$ cat src/rtl/jitl_pkg.sv
// Shared types, constants and helper functions for the joint impedance torque law core.
package jitl_pkg;

    // Port widths
    localparam int S_TDATA_W = 168;
    localparam int S_TUSER_W = 3;
    localparam int M_TDATA_W = 72;
    localparam int CFG_IDX_W = 2;
    localparam int CFG_DATA_W = 31;

    // Accumulator width: largest sum is just over 2^48
    localparam int ACC_W = 50;

    // Filter weights, Q0.16, summing to one
    localparam logic [31:0] FILT_OLD_W = 32'd655;
    localparam logic [31:0] FILT_NEW_W = 32'd64881;
    localparam logic [16:0] Q16_ONE = 17'd65536;
    localparam logic [17:0] CW_MAX = 18'd131072;
    localparam logic [ACC_W-1:0] ROUND_HALF = ACC_W'(32768);

    // Commands carried in tuser
    typedef enum logic [2:0] {
        CMD_TICK      = 3'd0,
        CMD_START     = 3'd1,
        CMD_TARGET    = 3'd2,
        CMD_GAIN_GOAL = 3'd3,
        CMD_GAIN_LOAD = 3'd4
    } cmd_t;

    // Configuration register indexes
    typedef enum logic [CFG_IDX_W-1:0] {
        REG_CORIOLIS_WEIGHT = 2'd0,
        REG_TORQUE_LIMIT    = 2'd1,
        REG_GAIN_BLEND      = 2'd2
    } reg_idx_t;

    // One joint's state, one memory row
    typedef struct packed {
        logic signed [31:0] fv;
        logic signed [31:0] tp;
        logic signed [31:0] tv;
        logic signed [31:0] sp;
        logic [31:0]        k_now;
        logic [31:0]        d_now;
        logic [31:0]        k_goal;
        logic [31:0]        d_goal;
    } row_t;

    // Accumulator selector for a multiply
    typedef enum logic [1:0] {
        DST_FILT = 2'd0,
        DST_TQ   = 2'd1,
        DST_KB   = 2'd2,
        DST_DB   = 2'd3
    } mac_dst_t;

    typedef struct packed {
        logic        valid;
        logic [31:0] a;
        logic [31:0] b;
        logic        neg;
        mac_dst_t    dst;
    } mac_op_t;

    typedef struct packed {
        logic signed [ACC_W-1:0] filt;
        logic signed [ACC_W-1:0] tq;
        logic [ACC_W-1:0]        kb;
        logic [ACC_W-1:0]        db;
    } mac_acc_t;

    // Magnitude of a signed 32-bit value; -2^31 maps to 2^31
    function automatic logic [31:0] abs32(input logic signed [31:0] x);
        abs32 = x[31] ? (~x + 32'd1) : x;
    endfunction

    // Saturate a 33-bit signed difference to 32 bits
    function automatic logic signed [31:0] sat33(input logic signed [32:0] d);
        if (d[32] != d[31]) begin
            sat33 = d[32] ? 32'sh8000_0000 : 32'sh7FFF_FFFF;
        end else begin
            sat33 = d[31:0];
        end
    endfunction

endpackage

$ cat src/rtl/jitl_row_ram.sv
// Per-joint state memory: one write port, one registered read port.
module jitl_row_ram #(
    parameter int DEPTH = 7,
    parameter int AW = 3
) (
    input  logic             aclk,
    input  logic             wr_en,
    input  logic [AW-1:0]    wr_addr,
    input  jitl_pkg::row_t   wr_data,
    input  logic             rd_en,
    input  logic [AW-1:0]    rd_addr,
    output jitl_pkg::row_t   rd_data
);
    import jitl_pkg::*;

    row_t mem [DEPTH];
    row_t rd_data_reg;

    // Write port
    always_ff @(posedge aclk) begin
        if (wr_en) begin
            mem[wr_addr] <= wr_data;
        end
    end

    // Read port, registered
    always_ff @(posedge aclk) begin
        if (rd_en) begin
            rd_data_reg <= mem[rd_addr];
        end
    end

    assign rd_data = rd_data_reg;

endmodule

$ cat config.mk
export PLATFORM = sky130hd
export DESIGN_NAME = jitl_row_ram
export DESIGN_NICKNAME = d
export VERILOG_FILES = /design/src/rtl/jitl_pkg.sv /design/src/rtl/jitl_row_ram.sv
export SDC_FILE = /design/constraint.sdc
export NUM_CORES = 2
export LEC_CHECK = 0
export BUFFER_PORTS_ARGS = -buffer_cell sky130_fd_sc_hd__buf_2
export CAP_MARGIN = 20
export CORE_ASPECT_RATIO = 2
export CORE_MARGIN = 10
export CORE_UTILIZATION = 50
export CTS_BUF_LIST = sky130_fd_sc_hd__clkbuf_8 sky130_fd_sc_hd__clkbuf_16
export DETAILED_ROUTE_END_ITERATION = 8
export PLACE_DENSITY = 0.7
export SETUP_SLACK_MARGIN = 0.02
export SLEW_MARGIN = 20
export SYNTH_ARGS = -nofsm -noshare
export SYNTH_HDL_FRONTEND = slang
export SYNTH_SLANG_ARGS = --single-unit
$ cat constraint.sdc
create_clock -name aclk -period 24.6 [get_ports aclk]
set_input_delay 7.38 -clock aclk [delete_from_list [all_inputs] [get_ports aclk]]
set_output_delay 7.38 -clock aclk [all_outputs]
set_load 0.05 [all_outputs]
# [After elaboration in Yosys (flattened, before gate mapping)]
# Memory sizes are Yosys's and may differ from the RTL's. A register that Yosys moved wholly into a read port is not among the register bits.
# Index checks and enable logic that the tools add are counted.
[word_totals] in_bits=265 wordCells=3 ff_bits=0 latch_bits=0 rom_bits=0 ramBits=1792 output_inout_bits=256 n_memories=1
[classes] reduce_logical=0 mux=2 div=0 eq_ne=0 shift=0 add_sub_neg=0 mul=0 n_lt_le_gt_ge=0 bitwise_logic=0
[memory_table] name="mem" depth=7 word_bits=256 read_ports=1 rd_clocked_by_memory_dff=1 wr=1 line_no="jitl_row_ram.sv:16" rtl="row_t mem [DEPTH];"
[ops] operator="$mux 1" n=2

# [Logic depth before layout (Yosys ltp)]
[logic_depth] depth_word=2 depth_mapped=6 depth_no_buf=3

# [Least setup slack after synthesis]
# No wires, ideal clock.
[synth_path] path_kind="input to register" from="input wr_addr[1]" to="memory mem[0][0] (netlist bit), enable pin" required_time_ns=23.410 arrival_time_ns=24.953 cell_stages=1 setup_slack_ns=-1.543 path_buffers=0 cell_sequence="nor3_1"
[synth_lines] element="start: declaration" line_no="jitl_row_ram.sv:8" rtl="input logic [AW-1:0] wr_addr,"
[synth_lines] element="end: declaration" line_no="jitl_row_ram.sv:16"
# Straight into the memory's write port.

==> summary.txt <==
Timing
  • Setup violators final: 0
  • Setup TNS: 0 ps
  • Worst-margin pin slew: 1230 ps
  • Min Tclk post-route: 11,520 ps
  • Unrepaired setup endpoints after global routing: false
  • Worst slew margin: 17.9%
  • Fmax: 0.0868 GHz
  • Skew final: 46.7 ps
  • Final-report max-slew violation count: 0
  • Final hold violation count: 0
  • Crit share post-route: 46.8%

Clocking
  • Hold_buf cts: 0
  • Cts repair resizes: 0
  • Setup bufs post-CTS: 0
  • CTS tree: done
  • CTS buffer count: 179
  • Worst-skew pair later-pin latency: 790 ps
  • Clock root buffer master: clkbuf_16
  • CTS H-Tree Depth: 4
  • CTS sink cnt: 2,048
  • Clock Pin Slew Worst Setup and Hold Paths: 60 ps
  • CTS max path bufs: 4

Routing
  • Routed WL: 175,000 um
  • Vias: 37,700
  • # DRC: 0
  • DR pass1 iterations: 5
  • Detailed Route Iter0 Violations: 2,149
  • Post-DRT Antenna Nets: 0
  • Via density: 5.69
  • Wire per inst: 26.4 um

Run status
  • Status: completed

Die
  • Initial Util: 50.2%
  • Chip width: 304 um
  • Die ar.: 0.179 mm2
  • DIE HEIGHT: 588 um
  • Io pins: 521
  • Cell row count: 208
  • Placeable Area: 0.161 mm2

Setup path
  • CP max-delay cell: buf_4
  • Max incr delay on CP: 890 ps
  • CP Cell Sequence: buf_8, buf_4, buf_4, buf_4, buf_4, mux2i_1, o221ai_2
  • CP startpoint: rd_addr[2]
  • R2R setup slack: 23,290 ps
  • RR Startpoint: mem[3][3]
  • CP endpoint kind: register
  • CP arrival: 12,020 ps
  • WS Path Type: in2reg
  • R2R depth: 3
  • CP dominant cell by count: buf_4
  • Data required, critical path: 25,090 ps
  • RR Endpoint: rd_data[3]
  • Nature of the critical path startpoint: input pin
  • Worst setup endpoint: rd_data[176]
  • Crit Path Max Fanout: 85

GRT
  • GRT Total Usage: 19.2%
  • Routing usage on met3: 5.67%
  • Most used routing layer: met2
  • Met1 usage in global routing: 23.7%
  • Grt ovf: 0
  • Initial antenna violation count: 66
  • Largest net degree at the start of global routing: 165
  • Vias in the first global route: 39,600
  • M2 GR Usage: 32.4%
  • Global-route wire length before repair: 260,000 um

Power
  • Leak: 31.3 nW
  • Overall power: 7.19 mW
  • Pwr/cell area: 79.5 mW/mm2
  • Worst VDD drop: 0.0782 mV

Worst hold path
  • Worst Hold Class: reg2reg
  • Hold Startpoint: mem[1][1]

Place
  • Port bufs: 520
  • Dpl hpwl: 96,900 um
  • Final estimated routing congestion in global placement: 0.733

Run
  • Number of max-cap violations: 0

Synthesis
  • Synth area leaders: edfxtp_1 76%, mux2i_1 6.4%, mux2_4 4.5%
  • Synth Register Bits: 2,048
  • Sequential element share of the synthesized area: 76.3%
  • Mean Syn Cell Area: 21.1 um2
  • Largest area contributor in the netlist: edfxtp_1
  • Syn Nets: 4,092
  • Unique masters post-synth: 20
  • Cells after Synth: 3,827
  • Synth warnings: 0
  • Netlist Area Pre-Place: 0.0806 mm2
  • Share of Yosys cell area claimed by the top area cell type: 76.3%

Finish
  • Final nets: 4,636
  • Layout cells sized above 1: 35.1%
  • Seq. cell area: 0.0615 mm2
  • Area growth syn-to-layout: 12.1%
  • Most common cell after layout, fill and taps aside: edfxtp_1
  • Most frequent cells in the layout: 2,048 x edfxtp_1, 516 x buf_2, 512 x mux2i_1
  • Area occupied by multi-input gates: 0.0175 mm2
  • Layout fillers: 11,800
  • Max FFs per register: 1,792
[how the worst min path moves through the flow]
stage	end	slack, ps	cells after the start
3_3_place_gp	rd_data[254]	600	2
2_1_floorplan	rd_data[254]	580	2
6_report	rd_data[1]	610	2
5_1_grt	rd_data[1]	650	2
4_1_cts	rd_data[1]	610	2
3_5_place_dp	rd_data[40]	630	2
[routing by layer]
| metal | share of wire [%] | vias up |
|---|---|---|
| met5 | 0.28 | - |
| met4 | 2.5 | 76 |
| met3 | 7.6 | 341 |
| met2 | 50 | 1035 |
| met1 | 40 | 19500 |
| li1 | - | 16700 |
[synthesized netlist by cell type]
cell,count
mux2_4,240
mux2i_1,512
mux2_2,16
nor2_1,5
nand2b_1,254
nor3_1,2
or2_1,1
buf_6,36
clkbuf_1,50
edfxtp_1,2048
o221ai_1,16
o221ai_2,240
or2b_1,6
o211ai_1,16
clkbuf_4,1
buf_12,22
buf_2,101
buf_4,19
nand2_1,2
o211ai_2,240
[cells by family after synthesis]
kind of cell,Yosys count,share of synthesized area (%)
mux,768,11.0
flops,2048,76.3
simple gates,270,2.08
buf+inv,229,2.09
compound gates,512,8.52
[power breakdown]
group | internal (mW) | switching, mW
sequential | 3.99 | 0.0392
combinational | 0.174 | 0.384
clock | 1.39 | 1.21
[critical path, delay by kind of cell]
kind | cells | cell delay, ps
multiplexers | 1 | 340
buffers and inverters | 5 | 3920
AO/OA/AOI/OAI | 1 | 130
[metrics by stage]
stage	util [%]	instances	cell area, um2	worst slack [ps]	hold WS (ps)
final	56.3	6627	90400	13080	609
after global routing	56.3	6615	90300	12800	651
after CTS	56.2	6604	90300	13080	608
after detailed placement	52.9	6290	84900	12230	626
after global placement	52.9	6290	84900	12350	595
after floorplan	-	3827	80600	5510	583
[layout make-up]
cell class / instances / share of cell area [%]
multi-input cells: 1550 / 19.4
diodes: 23 / 0.0637
clock inverters: 135 / 1.01
well taps: 2100 / 2.91
clock buffers: 179 / 4.96
repair buffers: 592 / 3.62
flip-flops and latches: 2048 / 68.1
Note: power is estimated with default switching activity, not from simulation.
