===== config.mk =====
export PLATFORM = sky130hd
export DESIGN_NAME = jitl_mac
export DESIGN_NICKNAME = d
export VERILOG_FILES = /design/src/rtl/jitl_pkg.sv /design/src/rtl/jitl_mac.sv
export SDC_FILE = /design/constraint.sdc
export NUM_CORES = 2
export LEC_CHECK = 0
export BUFFER_PORTS_ARGS = -buffer_cell sky130_fd_sc_hd__buf_2
export CAP_MARGIN = 20
export CORE_MARGIN = 10
export CORE_UTILIZATION = 60
export CTS_CLUSTER_SIZE = 14
export DETAILED_ROUTE_END_ITERATION = 8
export GPL_ROUTABILITY_DRIVEN = 0
export PLACE_DENSITY = 0.75
export SKIP_CTS_REPAIR_TIMING = 1
export SYNTH_ARGS = -nofsm -noshare
export SYNTH_HDL_FRONTEND = slang
export SYNTH_SLANG_ARGS = --single-unit

===== constraint.sdc =====
create_clock -name aclk -period 9.7 [get_ports aclk]
set_input_delay 0.485 -clock aclk [delete_from_list [all_inputs] [get_ports aclk]]
set_output_delay 0.485 -clock aclk [all_outputs]
set_load 0.01 [all_outputs]

===== src/rtl/jitl_pkg.sv =====
// Shared types, constants and helper functions for the joint impedance torque law core.
package jitl_pkg;

    // Port widths
    localparam int S_TDATA_W = 168;
    localparam int S_TUSER_W = 3;
    localparam int M_TDATA_W = 72;
    localparam int CFG_IDX_W = 2;
    localparam int CFG_DATA_W = 31;

    // Accumulator width: largest sum is just over 2^48
    localparam int ACC_W = 50;

    // Filter weights, Q0.16, summing to one
    localparam logic [31:0] FILT_OLD_W = 32'd655;
    localparam logic [31:0] FILT_NEW_W = 32'd64881;
    localparam logic [16:0] Q16_ONE = 17'd65536;
    localparam logic [17:0] CW_MAX = 18'd131072;
    localparam logic [ACC_W-1:0] ROUND_HALF = ACC_W'(32768);

    // Commands carried in tuser
    typedef enum logic [2:0] {
        CMD_TICK      = 3'd0,
        CMD_START     = 3'd1,
        CMD_TARGET    = 3'd2,
        CMD_GAIN_GOAL = 3'd3,
        CMD_GAIN_LOAD = 3'd4
    } cmd_t;

    // Configuration register indexes
    typedef enum logic [CFG_IDX_W-1:0] {
        REG_CORIOLIS_WEIGHT = 2'd0,
        REG_TORQUE_LIMIT    = 2'd1,
        REG_GAIN_BLEND      = 2'd2
    } reg_idx_t;

    // One joint's state, one memory row
    typedef struct packed {
        logic signed [31:0] fv;
        logic signed [31:0] tp;
        logic signed [31:0] tv;
        logic signed [31:0] sp;
        logic [31:0]        k_now;
        logic [31:0]        d_now;
        logic [31:0]        k_goal;
        logic [31:0]        d_goal;
    } row_t;

    // Accumulator selector for a multiply
    typedef enum logic [1:0] {
        DST_FILT = 2'd0,
        DST_TQ   = 2'd1,
        DST_KB   = 2'd2,
        DST_DB   = 2'd3
    } mac_dst_t;

    typedef struct packed {
        logic        valid;
        logic [31:0] a;
        logic [31:0] b;
        logic        neg;
        mac_dst_t    dst;
    } mac_op_t;

    typedef struct packed {
        logic signed [ACC_W-1:0] filt;
        logic signed [ACC_W-1:0] tq;
        logic [ACC_W-1:0]        kb;
        logic [ACC_W-1:0]        db;
    } mac_acc_t;

    // Magnitude of a signed 32-bit value; -2^31 maps to 2^31
    function automatic logic [31:0] abs32(input logic signed [31:0] x);
        abs32 = x[31] ? (~x + 32'd1) : x;
    endfunction

    // Saturate a 33-bit signed difference to 32 bits
    function automatic logic signed [31:0] sat33(input logic signed [32:0] d);
        if (d[32] != d[31]) begin
            sat33 = d[32] ? 32'sh8000_0000 : 32'sh7FFF_FFFF;
        end else begin
            sat33 = d[31:0];
        end
    endfunction

endpackage


===== src/rtl/jitl_mac.sv =====
// Shared 32x32 multiplier with registered product and four accumulators.
module jitl_mac (
    input  logic                aclk,
    input  logic                aresetn,
    input  logic                clear,
    input  jitl_pkg::mac_op_t   op,
    output jitl_pkg::mac_acc_t  acc
);
    import jitl_pkg::*;

    logic [63:0]      prod_reg;
    logic             prod_valid_reg;
    logic             prod_neg_reg;
    mac_dst_t         prod_dst_reg;
    mac_acc_t         acc_reg;
    logic [47:0]      tq_term;
    logic [ACC_W-1:0] prod_ext;
    logic [ACC_W-1:0] tq_ext;

    // Multiply stage
    always_ff @(posedge aclk) begin
        if (!aresetn) begin
            prod_valid_reg <= 1'b0;
        end else begin
            prod_valid_reg <= op.valid;
        end
        prod_reg     <= 64'(op.a) * 64'(op.b);
        prod_neg_reg <= op.neg;
        prod_dst_reg <= op.dst;
    end

    // Torque terms are rounded half away from zero on the magnitude
    assign tq_term  = 48'((prod_reg + 64'd32768) >> 16);
    assign tq_ext   = ACC_W'(tq_term);
    assign prod_ext = ACC_W'(prod_reg);

    // Accumulate stage
    always_ff @(posedge aclk) begin
        if (clear) begin
            acc_reg <= '0;
        end else if (prod_valid_reg) begin
            case (prod_dst_reg)
                DST_FILT: begin
                    acc_reg.filt <= prod_neg_reg ? acc_reg.filt - signed'(prod_ext)
                                                 : acc_reg.filt + signed'(prod_ext);
                end
                DST_TQ: begin
                    acc_reg.tq <= prod_neg_reg ? acc_reg.tq - signed'(tq_ext)
                                               : acc_reg.tq + signed'(tq_ext);
                end
                DST_KB: begin
                    acc_reg.kb <= acc_reg.kb + prod_ext;
                end
                DST_DB: begin
                    acc_reg.db <= acc_reg.db + prod_ext;
                end
                default: begin
                    acc_reg <= acc_reg;
                end
            endcase
        end
    end

    assign acc = acc_reg;

endmodule


# Word level (Yosys, flattened, before mapping)
# Cells that the tools add are included.
# op_classes
reduce_logical,5
n_addsub,7
mux,2
n_mul,1
eq_ne,3
# ops
op,n
$add A50 B50 Y50,3
$mux W50,2
$add A64 B16 Y64 const B,1
$mul A32 B32 Y64,1
$add A50 B49 Y50,1
$sub A50 B49 Y50,1
$sub A50 B50 Y50,1
$reduce_and A2 Y1,4
$eq A2 B2 Y1 const B,2
$eq A2 B1 Y1 const B,1
$logic_not A2 Y1,1
# totals
register_bits,268
output_inout_bits,200
in_bits,71
word_cells,26

# Logic depth before layout (Yosys ltp)
# depth
ltp_word,3
ltp_mapped,30
mapped_depth_nobuf,28

# Worst setup path after synthesis
# No wires, ideal clock.
# synth_path
path_kind,input -> register
start,in op[51] in the netlist's numbering
end,reg prod_reg[54]
t_arrival_ns,7.798
setup_time_ns,0.126
required_ns,9.574
stages,28
path_buffers,2
setup_slack_ns,1.776
path_cell_list,clkbuf_1 -> and2_1 -> fa_1 -> inv_1 -> fa_1 -> fa_1 -> fa_1 -> inv_1 -> fa_1 -> inv_1 -> fa_1 -> inv_1 -> fa_1 -> fa_1 -> ha_1 -> clkbuf_1 -> and4_1 -> nor2b_1 -> or4_1 -> a21oi_1 -> a21oi_1 -> o21ai_0 -> nand3_1 -> o31a_1 -> a211oi_1 -> nor2_1 -> or2_2 -> xor2_1
# synth_via
elab_chain_len,1
# synth_rtl
element,line,rtl
"start, declared",jitl_mac.sv:6,"input jitl_pkg::mac_op_t op,"
$mul A32 B32 Y64,jitl_mac.sv:27,prod_reg <= 64'(op.a) * 64'(op.b);
"end signal, assigned",jitl_mac.sv:27,
"end, declared",jitl_mac.sv:11,logic [63:0] prod_reg;
# No other way between the ends.
# A chain may end at the register's enable or synchronous reset.

# Final worst setup path
# layout_path
start,in op[6] in the netlist's numbering
end,reg prod_reg[60]
# The elaborated chain is that of the path after synthesis.

==> key figures <==
Critical path
  • Critical path origin: op[6]
  • CP Max Fanout: 32
  • Reg-to-Reg Start: prod_reg[18]
  • Critical Path RT: 10.20 ns
  • R2r worst-path depth: 24
  • CP endpoint kind: flop
  • Worst setup path class: input port to flop
  • CP startpoint kind: input port
  • WP data arrival: 9.08 ns

Die
  • Die area: 0.104 mm²
  • Starting Density: 60.8%
  • Total core area: 0.0904 mm²
  • # IOs: 271
  • Row cnt: 110
  • Die Height: 323 µm
  • Die Span X: 323 µm

Synthesis
  • Post-Synth XOR/XNOR Area: 5.56%
  • Yosys warnings: 0
  • Post-synthesis mux area share: 0.205%
  • Count leader, synth: inv_1
  • Synth top area share: 32.8%
  • Post-Synthesis Cells: 6532
  • Syn Nets: 7966
  • Synth Register Bits: 268
  • Ys flop type: dfxtp_1
  • Most frequent cells after synthesis: inv_1, nand2_1, fa_1
  • EDFF count, synth: 0
  • Avg Synthesized Cell Area: 8.42 µm²
  • Unique masters post-synth: 94
  • Area of the mapped netlist: 0.0550 mm²
  • Compound-cell area share of the yosys netlist: 12.6%
  • Post-Synth Simple-Gate Area: 19.6%
  • Adder-cell area share of the yosys netlist: 43.3%
  • Fraction of synthesis flops using an asynchronous set or reset pin: 0%
  • Cell accounting for the most synthesized area: fa_1
  • Largest family of logic cells by synthesized area: adder cells
  • Synth area leaders: fa_1, ha_1, dfxtp_1
  • Register area share after synthesis: 9.76%

Worst hold path
  • Beginning of the worst hold path: op[2]
  • Hold depth: 1
  • Worst hold path type: input port to flop

Route
  • Pre-antenna DRT Iters: 8
  • Post-Route WL: 166 mm
  • Routed Antenna Nets: 0
  • Post-DR wirelength/cell: 21.4 µm
  • Vias: 46347
  • Initial DRC count: 4213
  • Via density: 5.98
  • Drt drc: 0

Final layout
  • Register area: 0.00537 mm²
  • Core Util, Final: 64.0%
  • Fillers: 7788
  • Area added between synthesis and finish: 5.33%
  • Share of cells above drive strength 1: 6.78%
  • Multi-input gate area: 0.0447 mm²
  • Max FFs per register: 200
  • Nets: 7985

Global routing
  • Met3 Resource Use GR: 5.92%
  • Met2 Use GR: 52.2%
  • Antenna violations before repair: 13
  • Vias in the first global route: 46868
  • Tot GR Track Use: 31.6%
  • First-pass GRT wire length: 260 mm
  • Grt peak-use layer: met2
  • Largest net degree at the start of global routing: 86
  • Met1 usage: 39.8%
  • Grt ovf: 0

Clock network
  • Root buffer cell: clkbuf_16
  • CTS max path bufs: 3
  • CTS Sinks: 268
  • Clock slew at reported path FFs: 0.06 ns
  • H-tree depth: 1
  • Worst-Skew Late Latency: 0.63 ns
  • Total CTS buffers: 30
  • CTS tree: done

STA
  • Final Max Tran Viols: 0
  • Worst-Margin Slew: 1.09 ns
  • Total negative slack: 0 ns
  • Final Hold Viols: 0
  • Worst setup margin: 1.12 ns
  • Number of setup violations in the final report: 0
  • Relative slew margins: 27.5%
  • Fin crit share: 88.4%
  • RSZ-0062 raised after global routing: false
  • WHS: 0.0102 ns
  • FMAX: 117 MHz
  • Min Tclk post-route: 8.58 ns
  • Skew final: 0.0612 ns

Status
  • Status: completed

Placement
  • Dpl hpwl: 129 mm
  • PortBufs: 270
  • Setup WS pre-CTS: 0.717 ns

Job
  • Max Cap Viol: 0
==> cell families (layout without fill, tap and decap cells) <==
family,Yosys count,in the layout
simple gates,2158,2158
fa+ha+maj,1363,1363
buf+inv,1274,1317
compound gates,1109,1109
xor+xnor,349,349
flops,268,268
mux,11,11
other cells,0,4
==> layout make-up <==
cell class / count / area share (%)
flip-flops and latches: 268 / 9.27
multi-input cells: 4990 / 77.2
clock buffers: 34 / 1.36
well taps: 1176 / 2.54
clock inverters: 22 / 0.432
inverters: 930 / 6.03
diodes: 4 / 0.0173
repair buffers: 331 / 3.14
==> final timing paths <==
check / to / slack, ns
min: prod_neg_reg / 0.01
max reg2reg: acc[149] / 2.29
max: prod_reg[60] / 1.12
min reg2reg: acc[169] / 0.47
==> through the flow <==
step	instance area [µm²]	std cells
finish	57900	7755
global route	57900	7755
CTS	57900	7749
detailed placement	56800	7693
global placement	56800	7693
floorplan	55000	6532
==> cells in the final DEF, fill, tap and decap left out, types with 27 or more instances in the layout <==
master,instances
inv_1,929
nand2_1,902
fa_1,900
and2_1,615
ha_1,463
a21oi_1,449
buf_2,269
dfxtp_1,267
xnor2_1,231
nor2_1,191
a21o_1,164
o21ai_0,163
xor2_1,118
nand3_1,94
buf_4,59
o21bai_1,48
nor3_1,48
and3_1,47
a31oi_1,47
nor2b_1,44
a211oi_1,44
nand4_1,44
nand2b_1,39
o21a_1,32
clkbuf_16,31
or3_1,27
==> routing by layer <==
layer	routed length, µm	up-vias
li1	-	20912
met1	64200	22748
met2	76900	2210
met3	15600	465
met4	8990	12
met5	80	-
==> worst max-delay path: stages <==
cell and delay [ns]:
buf_2 0.64, and2_1 0.26, fa_1 0.42, inv_1 0.08, fa_1 0.42, fa_1 0.47
fa_1 0.55, inv_1 0.06, fa_1 0.50, inv_1 0.05, fa_1 0.52, inv_1 0.05
fa_1 0.38, fa_1 0.48, ha_1 0.43, a21oi_1 0.19, o21ai_0 0.14, or4_1 0.62
a21oi_1 0.31, a21oi_1 0.20, o21ai_0 0.21, nand3_1 0.19, o31a_1 0.41, a211oi_1 0.36
nor2_1 0.11, a221oi_1 0.34, xnor2_1 0.15
Power is left out: the tool's default activity adds up to more than one toggle a clock period on the data nets, which glitch-free logic cannot reach.
